===== src/rtl/core/sqrb_pkg.sv =====
// ----------------------------------------------------------------------------
// sqrb_pkg
// Shared types and constants for the sequence reorder buffer.
// ----------------------------------------------------------------------------
package sqrb_pkg;

    localparam int SEQ_W       = 32;
    localparam int PAY_W       = 32;
    localparam int NOW_W       = 32;
    localparam int WS_W        = 6;
    localparam int SKIP_W      = 6;
    localparam int RESULTS_MAX = 32;
    localparam int CNT_W       = 6;
    localparam int BIT_CNT_W   = 6;
    localparam int CFG_IDX_W   = 2;
    localparam int CFG_DATA_W  = 32;

    localparam logic [WS_W-1:0]  WS_RESET       = 6'd32;
    localparam logic [NOW_W-1:0] MAX_WAIT_RESET = 32'd500;

    localparam logic ACT_INSERT  = 1'b0;
    localparam logic ACT_TIMEOUT = 1'b1;

    typedef enum logic [CFG_IDX_W-1:0] {
        REG_WINDOW_SIZE = 2'd0,
        REG_MAX_WAIT    = 2'd1
    } reg_idx_t;

    typedef enum logic [2:0] {
        KIND_RELEASED   = 3'd0,
        KIND_BUFFERED   = 3'd1,
        KIND_LATE       = 3'd2,
        KIND_DUPLICATE  = 3'd3,
        KIND_DROP       = 3'd4,
        KIND_NO_TIMEOUT = 3'd5,
        KIND_SKIPPED    = 3'd6
    } kind_t;

    typedef struct packed {
        logic             action;
        logic [SEQ_W-1:0] seq;
        logic [PAY_W-1:0] payload;
        logic [NOW_W-1:0] now;
    } in_item_t;

    typedef struct packed {
        kind_t             kind;
        logic [SEQ_W-1:0]  out_seq;
        logic [PAY_W-1:0]  out_payload;
        logic [SKIP_W-1:0] skipped;
        logic              last;
    } out_item_t;

    typedef struct packed {
        logic wr;
        logic clr;
    } slot_cmd_t;

    typedef enum logic [3:0] {
        S_IDLE,
        S_MOD,
        S_DECIDE,
        S_BUF_RD,
        S_BUF_CHK,
        S_SKIP_RD,
        S_SKIP_CHK,
        S_DRAIN_RD,
        S_DRAIN_CHK
    } state_t;

endpackage


===== src/rtl/core/sqrb_rem_unit.sv =====
// ----------------------------------------------------------------------------
// sqrb_rem_unit
// Bit-serial remainder of a 32-bit value by the window size, one bit a cycle.
// ----------------------------------------------------------------------------
module sqrb_rem_unit #(
    parameter int WINDOW_MAX = 32
) (
    input  logic                                             clk,
    input  logic                                             rst_n,
    input  logic                                             start,
    input  logic [sqrb_pkg::SEQ_W-1:0]                       value,
    input  logic [$clog2(WINDOW_MAX+1)-1:0]                  divisor,
    output logic                                             done,
    output logic [((WINDOW_MAX > 1) ? $clog2(WINDOW_MAX) : 1)-1:0] rem
);

    localparam int WW = $clog2(WINDOW_MAX + 1);
    localparam int IW = (WINDOW_MAX > 1) ? $clog2(WINDOW_MAX) : 1;

    logic [sqrb_pkg::SEQ_W-1:0]     sh_reg, sh_next;
    logic [WW-1:0]                  rem_reg, rem_next;
    logic [sqrb_pkg::BIT_CNT_W-1:0] bits_reg, bits_next;
    logic [WW:0]                    trial;
    logic [WW:0]                    div_ext;

    assign trial   = {rem_reg, sh_reg[sqrb_pkg::SEQ_W-1]};
    assign div_ext = {1'b0, divisor};

    always_comb
    begin
        sh_next   = sh_reg;
        rem_next  = rem_reg;
        bits_next = bits_reg;
        if (start)
        begin
            sh_next   = value;
            rem_next  = '0;
            bits_next = sqrb_pkg::BIT_CNT_W'(sqrb_pkg::SEQ_W);
        end
        else if (bits_reg != '0)
        begin
            sh_next   = {sh_reg[sqrb_pkg::SEQ_W-2:0], 1'b0};
            rem_next  = (trial >= div_ext) ? WW'(trial - div_ext) : WW'(trial);
            bits_next = bits_reg - 1'b1;
        end
    end

    always_ff @(posedge clk or negedge rst_n)
    begin
        if (!rst_n)
        begin
            bits_reg <= '0;
        end
        else
        begin
            bits_reg <= bits_next;
        end
    end

    always_ff @(posedge clk)
    begin
        sh_reg  <= sh_next;
        rem_reg <= rem_next;
    end

    assign done = (bits_reg == '0);
    assign rem  = rem_reg[IW-1:0];

endmodule


===== src/rtl/core/sqrb_slot_store.sv =====
// ----------------------------------------------------------------------------
// sqrb_slot_store
// Slot memory (sequence number and payload) with per-slot valid flops.
// ----------------------------------------------------------------------------
module sqrb_slot_store #(
    parameter int WINDOW_MAX = 32,
    parameter int PAYLOAD_W  = 32
) (
    input  logic                                                    clk,
    input  logic                                                    rst_n,
    input  logic [((WINDOW_MAX > 1) ? $clog2(WINDOW_MAX) : 1)-1:0]  rd_addr,
    output logic                                                    rd_valid,
    output logic [sqrb_pkg::SEQ_W-1:0]                              rd_seq,
    output logic [PAYLOAD_W-1:0]                                    rd_payload,
    input  sqrb_pkg::slot_cmd_t                                     cmd,
    input  logic [((WINDOW_MAX > 1) ? $clog2(WINDOW_MAX) : 1)-1:0]  wr_addr,
    input  logic [sqrb_pkg::SEQ_W-1:0]                              wr_seq,
    input  logic [PAYLOAD_W-1:0]                                    wr_payload
);

    logic [WINDOW_MAX-1:0]      valid_reg, valid_next;
    logic                       rd_valid_reg;
    logic [sqrb_pkg::SEQ_W-1:0] seq_mem [WINDOW_MAX];
    logic [PAYLOAD_W-1:0]       pay_mem [WINDOW_MAX];
    logic [sqrb_pkg::SEQ_W-1:0] rd_seq_reg;
    logic [PAYLOAD_W-1:0]       rd_payload_reg;

    always_comb
    begin
        valid_next = valid_reg;
        if (cmd.wr)
        begin
            valid_next[wr_addr] = 1'b1;
        end
        if (cmd.clr)
        begin
            valid_next[wr_addr] = 1'b0;
        end
    end

    always_ff @(posedge clk or negedge rst_n)
    begin
        if (!rst_n)
        begin
            valid_reg    <= '0;
            rd_valid_reg <= 1'b0;
        end
        else
        begin
            valid_reg    <= valid_next;
            rd_valid_reg <= valid_reg[rd_addr];
        end
    end

    always_ff @(posedge clk)
    begin
        if (cmd.wr)
        begin
            seq_mem[wr_addr] <= wr_seq;
            pay_mem[wr_addr] <= wr_payload;
        end
        rd_seq_reg     <= seq_mem[rd_addr];
        rd_payload_reg <= pay_mem[rd_addr];
    end

    assign rd_valid   = rd_valid_reg;
    assign rd_seq     = rd_seq_reg;
    assign rd_payload = rd_payload_reg;

endmodule


===== src/rtl/core/sequence_reorder_buffer.sv =====
// Path: item register, serial seq mod window remainder, decide state, output
//   register; a buffered packet and each released packet add a slot read and check.
// Items: one at a time, none taken until the last result is registered; the pace is
//   set by the bit-serial seq mod window unit and the single slot memory read port.
// Reset: control cleared at once, valid flops cleared, no clearing pass;
//   expected number 1, window_size 32, max_wait 500.
// ----------------------------------------------------------------------------
// sequence_reorder_buffer
// Sliding-window reorder buffer with gap timer and timeout skip.
// ----------------------------------------------------------------------------
module sequence_reorder_buffer #(
    parameter int WINDOW_MAX = 32,
    parameter int PAYLOAD_W  = 32
) (
    input  logic                                clk,
    input  logic                                rst_n,
    input  logic                                item_valid,
    output logic                                item_stall,
    input  sqrb_pkg::in_item_t                  item,
    output logic                                result_valid,
    input  logic                                result_stall,
    output sqrb_pkg::out_item_t                 result,
    input  logic                                cfg_valid,
    output logic                                cfg_ready,
    input  logic [sqrb_pkg::CFG_IDX_W-1:0]      cfg_index,
    input  logic [sqrb_pkg::CFG_DATA_W-1:0]     cfg_data
);

    localparam int WW = $clog2(WINDOW_MAX + 1);
    localparam int IW = (WINDOW_MAX > 1) ? $clog2(WINDOW_MAX) : 1;
    localparam int CW = (WW > sqrb_pkg::WS_W) ? WW : sqrb_pkg::WS_W;

    sqrb_pkg::state_t            state_reg, state_next;
    sqrb_pkg::in_item_t          item_reg, item_next;
    logic [sqrb_pkg::SEQ_W-1:0]  exp_reg, exp_next;
    logic [IW-1:0]               exp_mod_reg, exp_mod_next;
    logic [sqrb_pkg::SEQ_W-1:0]  highest_reg, highest_next;
    logic                        gap_open_reg, gap_open_next;
    logic [sqrb_pkg::NOW_W-1:0]  gap_start_reg, gap_start_next;
    logic [sqrb_pkg::WS_W-1:0]   ws_reg, ws_next;
    logic [sqrb_pkg::NOW_W-1:0]  max_wait_reg, max_wait_next;
    logic [WW-1:0]               skp_reg, skp_next;
    logic [sqrb_pkg::CNT_W-1:0]  cnt_reg, cnt_next;
    sqrb_pkg::out_item_t         pend_reg, pend_next;
    logic                        result_valid_reg, result_valid_next;
    sqrb_pkg::out_item_t         result_reg, result_next;

    logic [WW-1:0]               win;
    logic                        accept;
    logic                        mod_start;
    logic                        seq_done;
    logic                        exp_done;
    logic [IW-1:0]               seq_rem;
    logic [IW-1:0]               exp_rem;
    logic [IW-1:0]               rd_addr;
    logic                        rd_valid;
    logic [sqrb_pkg::SEQ_W-1:0]  rd_seq;
    logic [PAYLOAD_W-1:0]        rd_payload;
    sqrb_pkg::slot_cmd_t         slot_cmd;
    logic [IW-1:0]               slot_addr;
    logic [PAYLOAD_W-1:0]        pay_store;
    logic [sqrb_pkg::PAY_W-1:0]  pay_m;
    logic [WW-1:0]               exp_mod_nx;
    logic [IW-1:0]               exp_mod_inc;
    logic                        out_free;
    logic                        is_late;
    logic                        is_eq;
    logic                        is_drop;
    logic                        fire;
    logic                        skip_go;
    logic                        hit_seq;
    logic                        hit_exp;
    logic                        cnt_full;
    logic                        drain_more;

    function automatic sqrb_pkg::out_item_t mk_result(
        input sqrb_pkg::kind_t              k,
        input logic [sqrb_pkg::SEQ_W-1:0]   sq,
        input logic [sqrb_pkg::PAY_W-1:0]   pay,
        input logic [sqrb_pkg::SKIP_W-1:0]  skp,
        input logic                         lst
    );
        sqrb_pkg::out_item_t r;
        r.kind        = k;
        r.out_seq     = sq;
        r.out_payload = pay;
        r.skipped     = skp;
        r.last        = lst;
        return r;
    endfunction

    // effective window: 0 or oversize means the built window
    assign win = ((ws_reg == '0) || (CW'(ws_reg) > CW'(WINDOW_MAX)))
               ? WW'(WINDOW_MAX) : WW'(ws_reg);

    assign accept    = (state_reg == sqrb_pkg::S_IDLE) && item_valid;
    assign mod_start = accept;

    sqrb_rem_unit #(
        .WINDOW_MAX (WINDOW_MAX)
    ) u_seq_rem (
        .clk     (clk),
        .rst_n   (rst_n),
        .start   (mod_start),
        .value   (item.seq),
        .divisor (win),
        .done    (seq_done),
        .rem     (seq_rem)
    );

    sqrb_rem_unit #(
        .WINDOW_MAX (WINDOW_MAX)
    ) u_exp_rem (
        .clk     (clk),
        .rst_n   (rst_n),
        .start   (mod_start),
        .value   (exp_reg),
        .divisor (win),
        .done    (exp_done),
        .rem     (exp_rem)
    );

    always_comb
    begin
        case (state_reg)
            sqrb_pkg::S_BUF_RD, sqrb_pkg::S_BUF_CHK: rd_addr = seq_rem;
            default:                                 rd_addr = exp_mod_reg;
        endcase
    end

    sqrb_slot_store #(
        .WINDOW_MAX (WINDOW_MAX),
        .PAYLOAD_W  (PAYLOAD_W)
    ) u_store (
        .clk        (clk),
        .rst_n      (rst_n),
        .rd_addr    (rd_addr),
        .rd_valid   (rd_valid),
        .rd_seq     (rd_seq),
        .rd_payload (rd_payload),
        .cmd        (slot_cmd),
        .wr_addr    (slot_addr),
        .wr_seq     (item_reg.seq),
        .wr_payload (pay_store)
    );

    assign pay_store = PAYLOAD_W'(item_reg.payload);
    assign pay_m     = sqrb_pkg::PAY_W'(pay_store);

    assign exp_mod_nx  = WW'(exp_mod_reg) + WW'(1);
    assign exp_mod_inc = ((exp_reg == '1) || (exp_mod_nx == win)) ? '0 : exp_mod_nx[IW-1:0];

    assign out_free   = !result_valid_reg || !result_stall;
    assign is_late    = item_reg.seq < exp_reg;
    assign is_eq      = item_reg.seq == exp_reg;
    assign is_drop    = {1'b0, item_reg.seq} >
                        ({1'b0, exp_reg} + (sqrb_pkg::SEQ_W+1)'(win) - 33'd1);
    assign fire       = gap_open_reg && ((item_reg.now - gap_start_reg) >= max_wait_reg);
    assign skip_go    = (exp_reg <= highest_reg) && (skp_reg < WW'(WINDOW_MAX));
    assign hit_seq    = rd_valid && (rd_seq == item_reg.seq);
    assign hit_exp    = rd_valid && (rd_seq == exp_reg);
    assign cnt_full   = cnt_reg == sqrb_pkg::CNT_W'(sqrb_pkg::RESULTS_MAX);
    assign drain_more = hit_exp && !cnt_full;

    // next state
    always_comb
    begin
        state_next = state_reg;
        unique case (state_reg)
            sqrb_pkg::S_IDLE:
            begin
                if (item_valid)
                begin
                    state_next = sqrb_pkg::S_MOD;
                end
            end
            sqrb_pkg::S_MOD:
            begin
                if (seq_done && exp_done)
                begin
                    state_next = sqrb_pkg::S_DECIDE;
                end
            end
            sqrb_pkg::S_DECIDE:
            begin
                if (item_reg.action == sqrb_pkg::ACT_INSERT)
                begin
                    if (is_late || is_drop)
                    begin
                        if (out_free)
                        begin
                            state_next = sqrb_pkg::S_IDLE;
                        end
                    end
                    else if (is_eq)
                    begin
                        state_next = sqrb_pkg::S_DRAIN_RD;
                    end
                    else
                    begin
                        state_next = sqrb_pkg::S_BUF_RD;
                    end
                end
                else if (fire)
                begin
                    state_next = sqrb_pkg::S_SKIP_RD;
                end
                else if (out_free)
                begin
                    state_next = sqrb_pkg::S_IDLE;
                end
            end
            sqrb_pkg::S_BUF_RD:
            begin
                state_next = sqrb_pkg::S_BUF_CHK;
            end
            sqrb_pkg::S_BUF_CHK:
            begin
                if (out_free)
                begin
                    state_next = sqrb_pkg::S_IDLE;
                end
            end
            sqrb_pkg::S_SKIP_RD:
            begin
                state_next = skip_go ? sqrb_pkg::S_SKIP_CHK : sqrb_pkg::S_DRAIN_RD;
            end
            sqrb_pkg::S_SKIP_CHK:
            begin
                state_next = hit_exp ? sqrb_pkg::S_DRAIN_RD : sqrb_pkg::S_SKIP_RD;
            end
            sqrb_pkg::S_DRAIN_RD:
            begin
                state_next = sqrb_pkg::S_DRAIN_CHK;
            end
            sqrb_pkg::S_DRAIN_CHK:
            begin
                if (out_free)
                begin
                    state_next = drain_more ? sqrb_pkg::S_DRAIN_RD : sqrb_pkg::S_IDLE;
                end
            end
            default:
            begin
                state_next = sqrb_pkg::S_IDLE;
            end
        endcase
    end

    // datapath and outputs
    always_comb
    begin
        item_next         = item_reg;
        exp_next          = exp_reg;
        exp_mod_next      = exp_mod_reg;
        highest_next      = highest_reg;
        gap_open_next     = gap_open_reg;
        gap_start_next    = gap_start_reg;
        ws_next           = ws_reg;
        max_wait_next     = max_wait_reg;
        skp_next          = skp_reg;
        cnt_next          = cnt_reg;
        pend_next         = pend_reg;
        result_valid_next = result_valid_reg && result_stall;
        result_next       = result_reg;
        slot_cmd          = '0;
        slot_addr         = exp_mod_reg;

        if (cfg_valid)
        begin
            if (cfg_index == sqrb_pkg::REG_WINDOW_SIZE)
            begin
                ws_next = cfg_data[sqrb_pkg::WS_W-1:0];
            end
            else if (cfg_index == sqrb_pkg::REG_MAX_WAIT)
            begin
                max_wait_next = cfg_data;
            end
        end

        unique case (state_reg)
            sqrb_pkg::S_IDLE:
            begin
                if (item_valid)
                begin
                    item_next = item;
                end
            end
            sqrb_pkg::S_MOD:
            begin
                if (seq_done && exp_done)
                begin
                    exp_mod_next = exp_rem;
                end
            end
            sqrb_pkg::S_DECIDE:
            begin
                if (item_reg.action == sqrb_pkg::ACT_INSERT)
                begin
                    if (is_late || is_drop)
                    begin
                        if (out_free)
                        begin
                            result_valid_next = 1'b1;
                            result_next = mk_result(is_late ? sqrb_pkg::KIND_LATE
                                                            : sqrb_pkg::KIND_DROP,
                                                    item_reg.seq, pay_m, '0, 1'b1);
                        end
                    end
                    else if (is_eq)
                    begin
                        pend_next     = mk_result(sqrb_pkg::KIND_RELEASED, item_reg.seq,
                                                  pay_m, '0, 1'b0);
                        exp_next      = exp_reg + 1'b1;
                        exp_mod_next  = exp_mod_inc;
                        gap_open_next = 1'b0;
                        cnt_next      = sqrb_pkg::CNT_W'(1);
                    end
                end
                else if (fire)
                begin
                    skp_next = '0;
                end
                else if (out_free)
                begin
                    result_valid_next = 1'b1;
                    result_next = mk_result(sqrb_pkg::KIND_NO_TIMEOUT, exp_reg,
                                            '0, '0, 1'b1);
                end
            end
            sqrb_pkg::S_BUF_RD:
            begin
            end
            sqrb_pkg::S_BUF_CHK:
            begin
                slot_addr = seq_rem;
                if (out_free)
                begin
                    result_valid_next = 1'b1;
                    if (hit_seq)
                    begin
                        result_next = mk_result(sqrb_pkg::KIND_DUPLICATE, item_reg.seq,
                                                pay_m, '0, 1'b1);
                    end
                    else
                    begin
                        result_next = mk_result(sqrb_pkg::KIND_BUFFERED, item_reg.seq,
                                                pay_m, '0, 1'b1);
                        slot_cmd.wr = 1'b1;
                        if (item_reg.seq > highest_reg)
                        begin
                            highest_next = item_reg.seq;
                        end
                        if (!gap_open_reg)
                        begin
                            gap_open_next  = 1'b1;
                            gap_start_next = item_reg.now;
                        end
                    end
                end
            end
            sqrb_pkg::S_SKIP_RD:
            begin
                if (!skip_go)
                begin
                    gap_open_next = 1'b0;
                    pend_next     = mk_result(sqrb_pkg::KIND_SKIPPED, exp_reg, '0,
                                              sqrb_pkg::SKIP_W'(skp_reg), 1'b0);
                    cnt_next      = sqrb_pkg::CNT_W'(1);
                end
            end
            sqrb_pkg::S_SKIP_CHK:
            begin
                if (hit_exp)
                begin
                    gap_open_next = 1'b0;
                    pend_next     = mk_result(sqrb_pkg::KIND_SKIPPED, exp_reg, '0,
                                              sqrb_pkg::SKIP_W'(skp_reg), 1'b0);
                    cnt_next      = sqrb_pkg::CNT_W'(1);
                end
                else
                begin
                    exp_next     = exp_reg + 1'b1;
                    exp_mod_next = exp_mod_inc;
                    skp_next     = skp_reg + 1'b1;
                end
            end
            sqrb_pkg::S_DRAIN_RD:
            begin
            end
            sqrb_pkg::S_DRAIN_CHK:
            begin
                if (out_free)
                begin
                    result_valid_next = 1'b1;
                    result_next       = pend_reg;
                    result_next.last  = !drain_more;
                    if (drain_more)
                    begin
                        pend_next    = mk_result(sqrb_pkg::KIND_RELEASED, exp_reg,
                                                 sqrb_pkg::PAY_W'(rd_payload), '0, 1'b0);
                        slot_cmd.clr = 1'b1;
                        exp_next     = exp_reg + 1'b1;
                        exp_mod_next = exp_mod_inc;
                        cnt_next     = cnt_reg + 1'b1;
                    end
                    else if (hit_exp)
                    begin
                        // run cut at the result limit: reopen the gap
                        gap_open_next  = 1'b1;
                        gap_start_next = item_reg.now;
                    end
                end
            end
            default:
            begin
            end
        endcase
    end

    always_ff @(posedge clk or negedge rst_n)
    begin
        if (!rst_n)
        begin
            state_reg        <= sqrb_pkg::S_IDLE;
            exp_reg          <= sqrb_pkg::SEQ_W'(1);
            exp_mod_reg      <= '0;
            highest_reg      <= '0;
            gap_open_reg     <= 1'b0;
            gap_start_reg    <= '0;
            ws_reg           <= sqrb_pkg::WS_RESET;
            max_wait_reg     <= sqrb_pkg::MAX_WAIT_RESET;
            skp_reg          <= '0;
            cnt_reg          <= '0;
            result_valid_reg <= 1'b0;
        end
        else
        begin
            state_reg        <= state_next;
            exp_reg          <= exp_next;
            exp_mod_reg      <= exp_mod_next;
            highest_reg      <= highest_next;
            gap_open_reg     <= gap_open_next;
            gap_start_reg    <= gap_start_next;
            ws_reg           <= ws_next;
            max_wait_reg     <= max_wait_next;
            skp_reg          <= skp_next;
            cnt_reg          <= cnt_next;
            result_valid_reg <= result_valid_next;
        end
    end

    always_ff @(posedge clk)
    begin
        item_reg   <= item_next;
        pend_reg   <= pend_next;
        result_reg <= result_next;
    end

    assign item_stall   = (state_reg != sqrb_pkg::S_IDLE);
    assign result_valid = result_valid_reg;
    assign result       = result_reg;
    assign cfg_ready    = 1'b1;

endmodule


===== config.mk =====
export PLATFORM = sky130hd
export DESIGN_NAME = sequence_reorder_buffer
export DESIGN_NICKNAME = d
export VERILOG_FILES = /design/src/rtl/core/sqrb_pkg.sv /design/src/rtl/core/sqrb_rem_unit.sv /design/src/rtl/core/sqrb_slot_store.sv /design/src/rtl/core/sequence_reorder_buffer.sv
export SDC_FILE = /design/constraint.sdc
export NUM_CORES = 2
export LEC_CHECK = 0
export ABC_AREA = 1
export CAP_MARGIN = 10
export CORE_UTILIZATION = 50
export DETAILED_ROUTE_END_ITERATION = 12
export DONT_BUFFER_PORTS = 1
export GPL_TIMING_DRIVEN = 1
export PLACE_DENSITY = 0.71
export SETUP_SLACK_MARGIN = 0.1
export SLEW_MARGIN = 20
export SYNTH_ARGS = -nofsm -noshare
export SYNTH_HDL_FRONTEND = slang
export SYNTH_SLANG_ARGS = --single-unit

===== constraint.sdc =====
create_clock -name clk -period 8.5 [get_ports clk]
set_input_delay 1.7 -clock clk [delete_from_list [all_inputs] [get_ports clk]]
set_output_delay 1.7 -clock clk [all_outputs]
set_load 0.03 [all_outputs]

==> run metrics <==
Max Clock Freq 0.1326 GHz; Final Hold Viols 0; Sinks on Clock Net 2632; Reg2Reg Depth 42; H-tree depth 5; count of filler cells inserted in the layout 17960; antenna-violating nets left 0; vias in the first global route 74320; 1st-iter DRT viols 11090; worst slew pin tran 1.220 ns; largest net degree at the start of global routing 256; ys async rst share 7.675%; kind of critical path reg2reg; TritonCTS buffer count 286; Cell variety after synth 57; hold path cells 2; PostCTS Resize Cnt 0; io pins 213; total grt overflow 0; DR pass1 iterations 6; CP dominant cell by count nand2_1; final worst path period share 88.70%; Startpoint Class flop; met2 Usage GRT 44.43%; slowest stage delay, CP 0.59 ns; Syn Area/Cell 11.72 um^2; DR vias 78150; unrepaired setup endpoints after global routing no; PwrDens 370.2 nW/um^2; Max Slew Vio Count 0; gpl congestion 0.9403; core area 222100 um^2; hold endpoint u_seq_rem.rem_reg[5]$_SDFFE_PP0P_; Multi-input gate area 30670 um^2; Starting Density 50.28%; ratio of cells with drive above 1 in the final layout 6.799%; initial antenna violation count 14; Synth Cell Area 111700 um^2; Slowest cell on crit path inv_4; Pleak 44.25 nW; GRT Util Overall 28.50%; Hold WC Path Type reg2reg; wire per inst 25.86 um; element type at the critical path end flop; Via density 6.174; DRC 0; Max Root-Sink Buffers 4; GR Layer Usage met3 5.327%; first-pass GRT wire length 478.0 mm; Hold-fix buffers, CTS 0; gr busiest metal met2; Finish-stage setup viols 0; minimum clock period 7.539 ns; Critical Path RT 9.06 ns; Worst Path Max Fanout 32; r2r setup slk 0.96 ns; die area 225200 um^2; Syn Nets 9940; Seq cells post-synth 2632; Sequential Area 77270 um^2; number of port buffers 0; fin nets 9884; post-synthesis instance total 9528; max_slew headroom 18.65%; status completed; ys flop type edfxtp_1; Setup Buffers After CTS 0; VDD IR-drop max 0.4441 mV; total chip power 45.84 mW; sequential area share after synthesis 69.21%; die height 474.6 um; CP arrival 8.10 ns; Post-synth EDFFs 2354; post-detail-place hpwl 178.6 mm; Layout area overhead 10.91%; clk slew on worst S/H paths 0.06 ns; Max-Cap Viols 0; Die X 474.6 um; WL final 327.4 mm; Yosys warning total 0; worst-skew pair later-pin latency 0.95 ns; CTS Root Cell clkbuf_16; GR Layer Usage met1 39.83%; # rows 173; min-delay src u_seq_rem.rem_reg[5]$_SDFFE_PP0P_; r2r startpoint ws_reg[3]$_DFFE_PN0P_; Post-Route Skew 0.09249 ns; setup_tns 0 ns; Critical R2R Capture pend_reg[49]$_DFFE_PP_; CTS tree done
area by class of cell:
cell class / count / area share, %
clock buffers: 375 / 6.259
well taps: 2975 / 3.006
flip-flops and latches: 2632 / 62.40
repair buffers: 183 / 1.362
diodes: 5 / 0.01010
clock inverters: 119 / 0.7942
inverters: 451 / 1.397
multi-input cells: 5918 / 24.77
cell families (layout without fill, tap and decap cells):
family / Yosys count / after routing / synth area share, %
AO/OA/AOI/OAI: 2294 / 2294 / 11.35
XOR/XNOR: 130 / 130 / 1.020
adder cells (fa/ha/maj): 276 / 276 / 3.120
buffers and inverters: 978 / 1128 / 3.568
flip-flops: 2632 / 2632 / 69.21
other: 1 / 6 / 0.003359
AND/OR/NAND/NOR: 3217 / 3217 / 11.73
stage by stage:
step                util [%]  setup slack, ns  instances  cell area [um^2]  hold slack (ns)
floorplan                  -           0.1478       9528            111700           0.4451
global placement       51.76            1.091      12150            114900           0.4643
detailed placement     51.79            1.039      12160            115000           0.4605
CTS                    55.72           0.9966      12650            123700           0.4632
global route           55.76           0.2980      12660            123800           0.5001
finish                 55.76           0.9605      12660            123800           0.4699
synthesized netlist by cell type, types with 8 or more instances:
library cell,instances,share of area (%)
buf_2,199,0.89
buf_4,13,0.087
a21oi_1,227,1.0
nand4_1,51,0.29
a31oi_1,46,0.26
a21o_1,10,0.067
o21ai_1,384,1.7
dfrtp_1,194,4.3
nor3_2,19,0.17
clkbuf_1,295,0.99
nor2_2,12,0.067
xnor2_1,37,0.29
dfxtp_1,76,1.4
nor2_1,1358,4.6
nor4_1,15,0.084
o21a_1,10,0.067
edfxtp_1,2354,63
nor3_1,57,0.26
buf_1,18,0.061
o21ai_0,990,4.4
o211ai_1,9,0.061
nand2_1,1239,4.2
dfstp_2,8,0.19
inv_1,429,1.4
xor2_1,93,0.73
nand3_1,444,2.0
a21boi_0,8,0.054
o221ai_1,76,0.60
ha_1,272,3.0
o22ai_1,505,2.8
inv_2,19,0.064
routing by layer:
metal	vias to the layer above	wire (um)
met5	-	46
met4	8	12530
met3	780	34890
met2	4573	149200
met1	38540	130700
li1	34250	-
cell usage in the layout (no fill, tap or decap), types with 7 or more instances in the layout:
| cell type | n |
|---|---|
| o21ai_1 | 384 |
| buf_12 | 20 |
| a21o_1 | 10 |
| a21boi_0 | 8 |
| buf_4 | 157 |
| clkinv_1 | 53 |
| dfstp_2 | 8 |
| nor2_1 | 1356 |
| clkinv_2 | 38 |
| inv_2 | 16 |
| ha_1 | 272 |
| nand4_1 | 51 |
| nand3_1 | 443 |
| nor3_4 | 19 |
| nor3_1 | 42 |
| xnor2_1 | 37 |
| nor3_2 | 15 |
| clkinvlp_4 | 7 |
| xor2_1 | 93 |
| edfxtp_1 | 2354 |
| a31oi_1 | 46 |
| a21oi_1 | 226 |
| bufinv_16 | 16 |
| dfrtp_1 | 194 |
| o22ai_1 | 505 |
| inv_1 | 427 |
| clkbuf_16 | 294 |
| clkbuf_1 | 72 |
| o221ai_1 | 76 |
| nor2_2 | 12 |
| o211ai_1 | 9 |
| dfxtp_1 | 76 |
| clkbuf_8 | 9 |
| nand2_1 | 1236 |
| nor4_1 | 14 |
| o21a_1 | 10 |
| o21ai_0 | 988 |
power by group:
part,internal (mW),switching (mW)
logic,4.83,12.2
registers,15.9,1.08
clock network,6.88,4.94
total,27.6,18.2
worst max path at each step:
stage                                from                     end  slack, ns  cells past startpoint
finish              ws_reg[3]$_DFFE_PN0P_  pend_reg[49]$_DFFE_PP_       0.96                     42
floorplan           ws_reg[2]$_DFFE_PN0P_     result[0]$_DFFE_PP_       0.15                     39
global placement    ws_reg[2]$_DFFE_PN0P_  pend_reg[58]$_DFFE_PP_       1.09                     42
CTS                 ws_reg[4]$_DFFE_PN0P_  pend_reg[52]$_DFFE_PP_        1.0                     42
global route        ws_reg[4]$_DFFE_PN0P_  pend_reg[52]$_DFFE_PP_       0.30                     42
detailed placement  ws_reg[4]$_DFFE_PN0P_  pend_reg[53]$_DFFE_PP_       1.04                     42
worst max-delay path: cells and delay by family, from the launching register on:
family	cells	cell delay (ns)
compound gates	7	1.57
simple gates	25	2.72
flops	1	0.41
buf+inv	6	1.37
fa+ha+maj	4	1.11
Note: power is estimated with default switching activity, not from simulation.
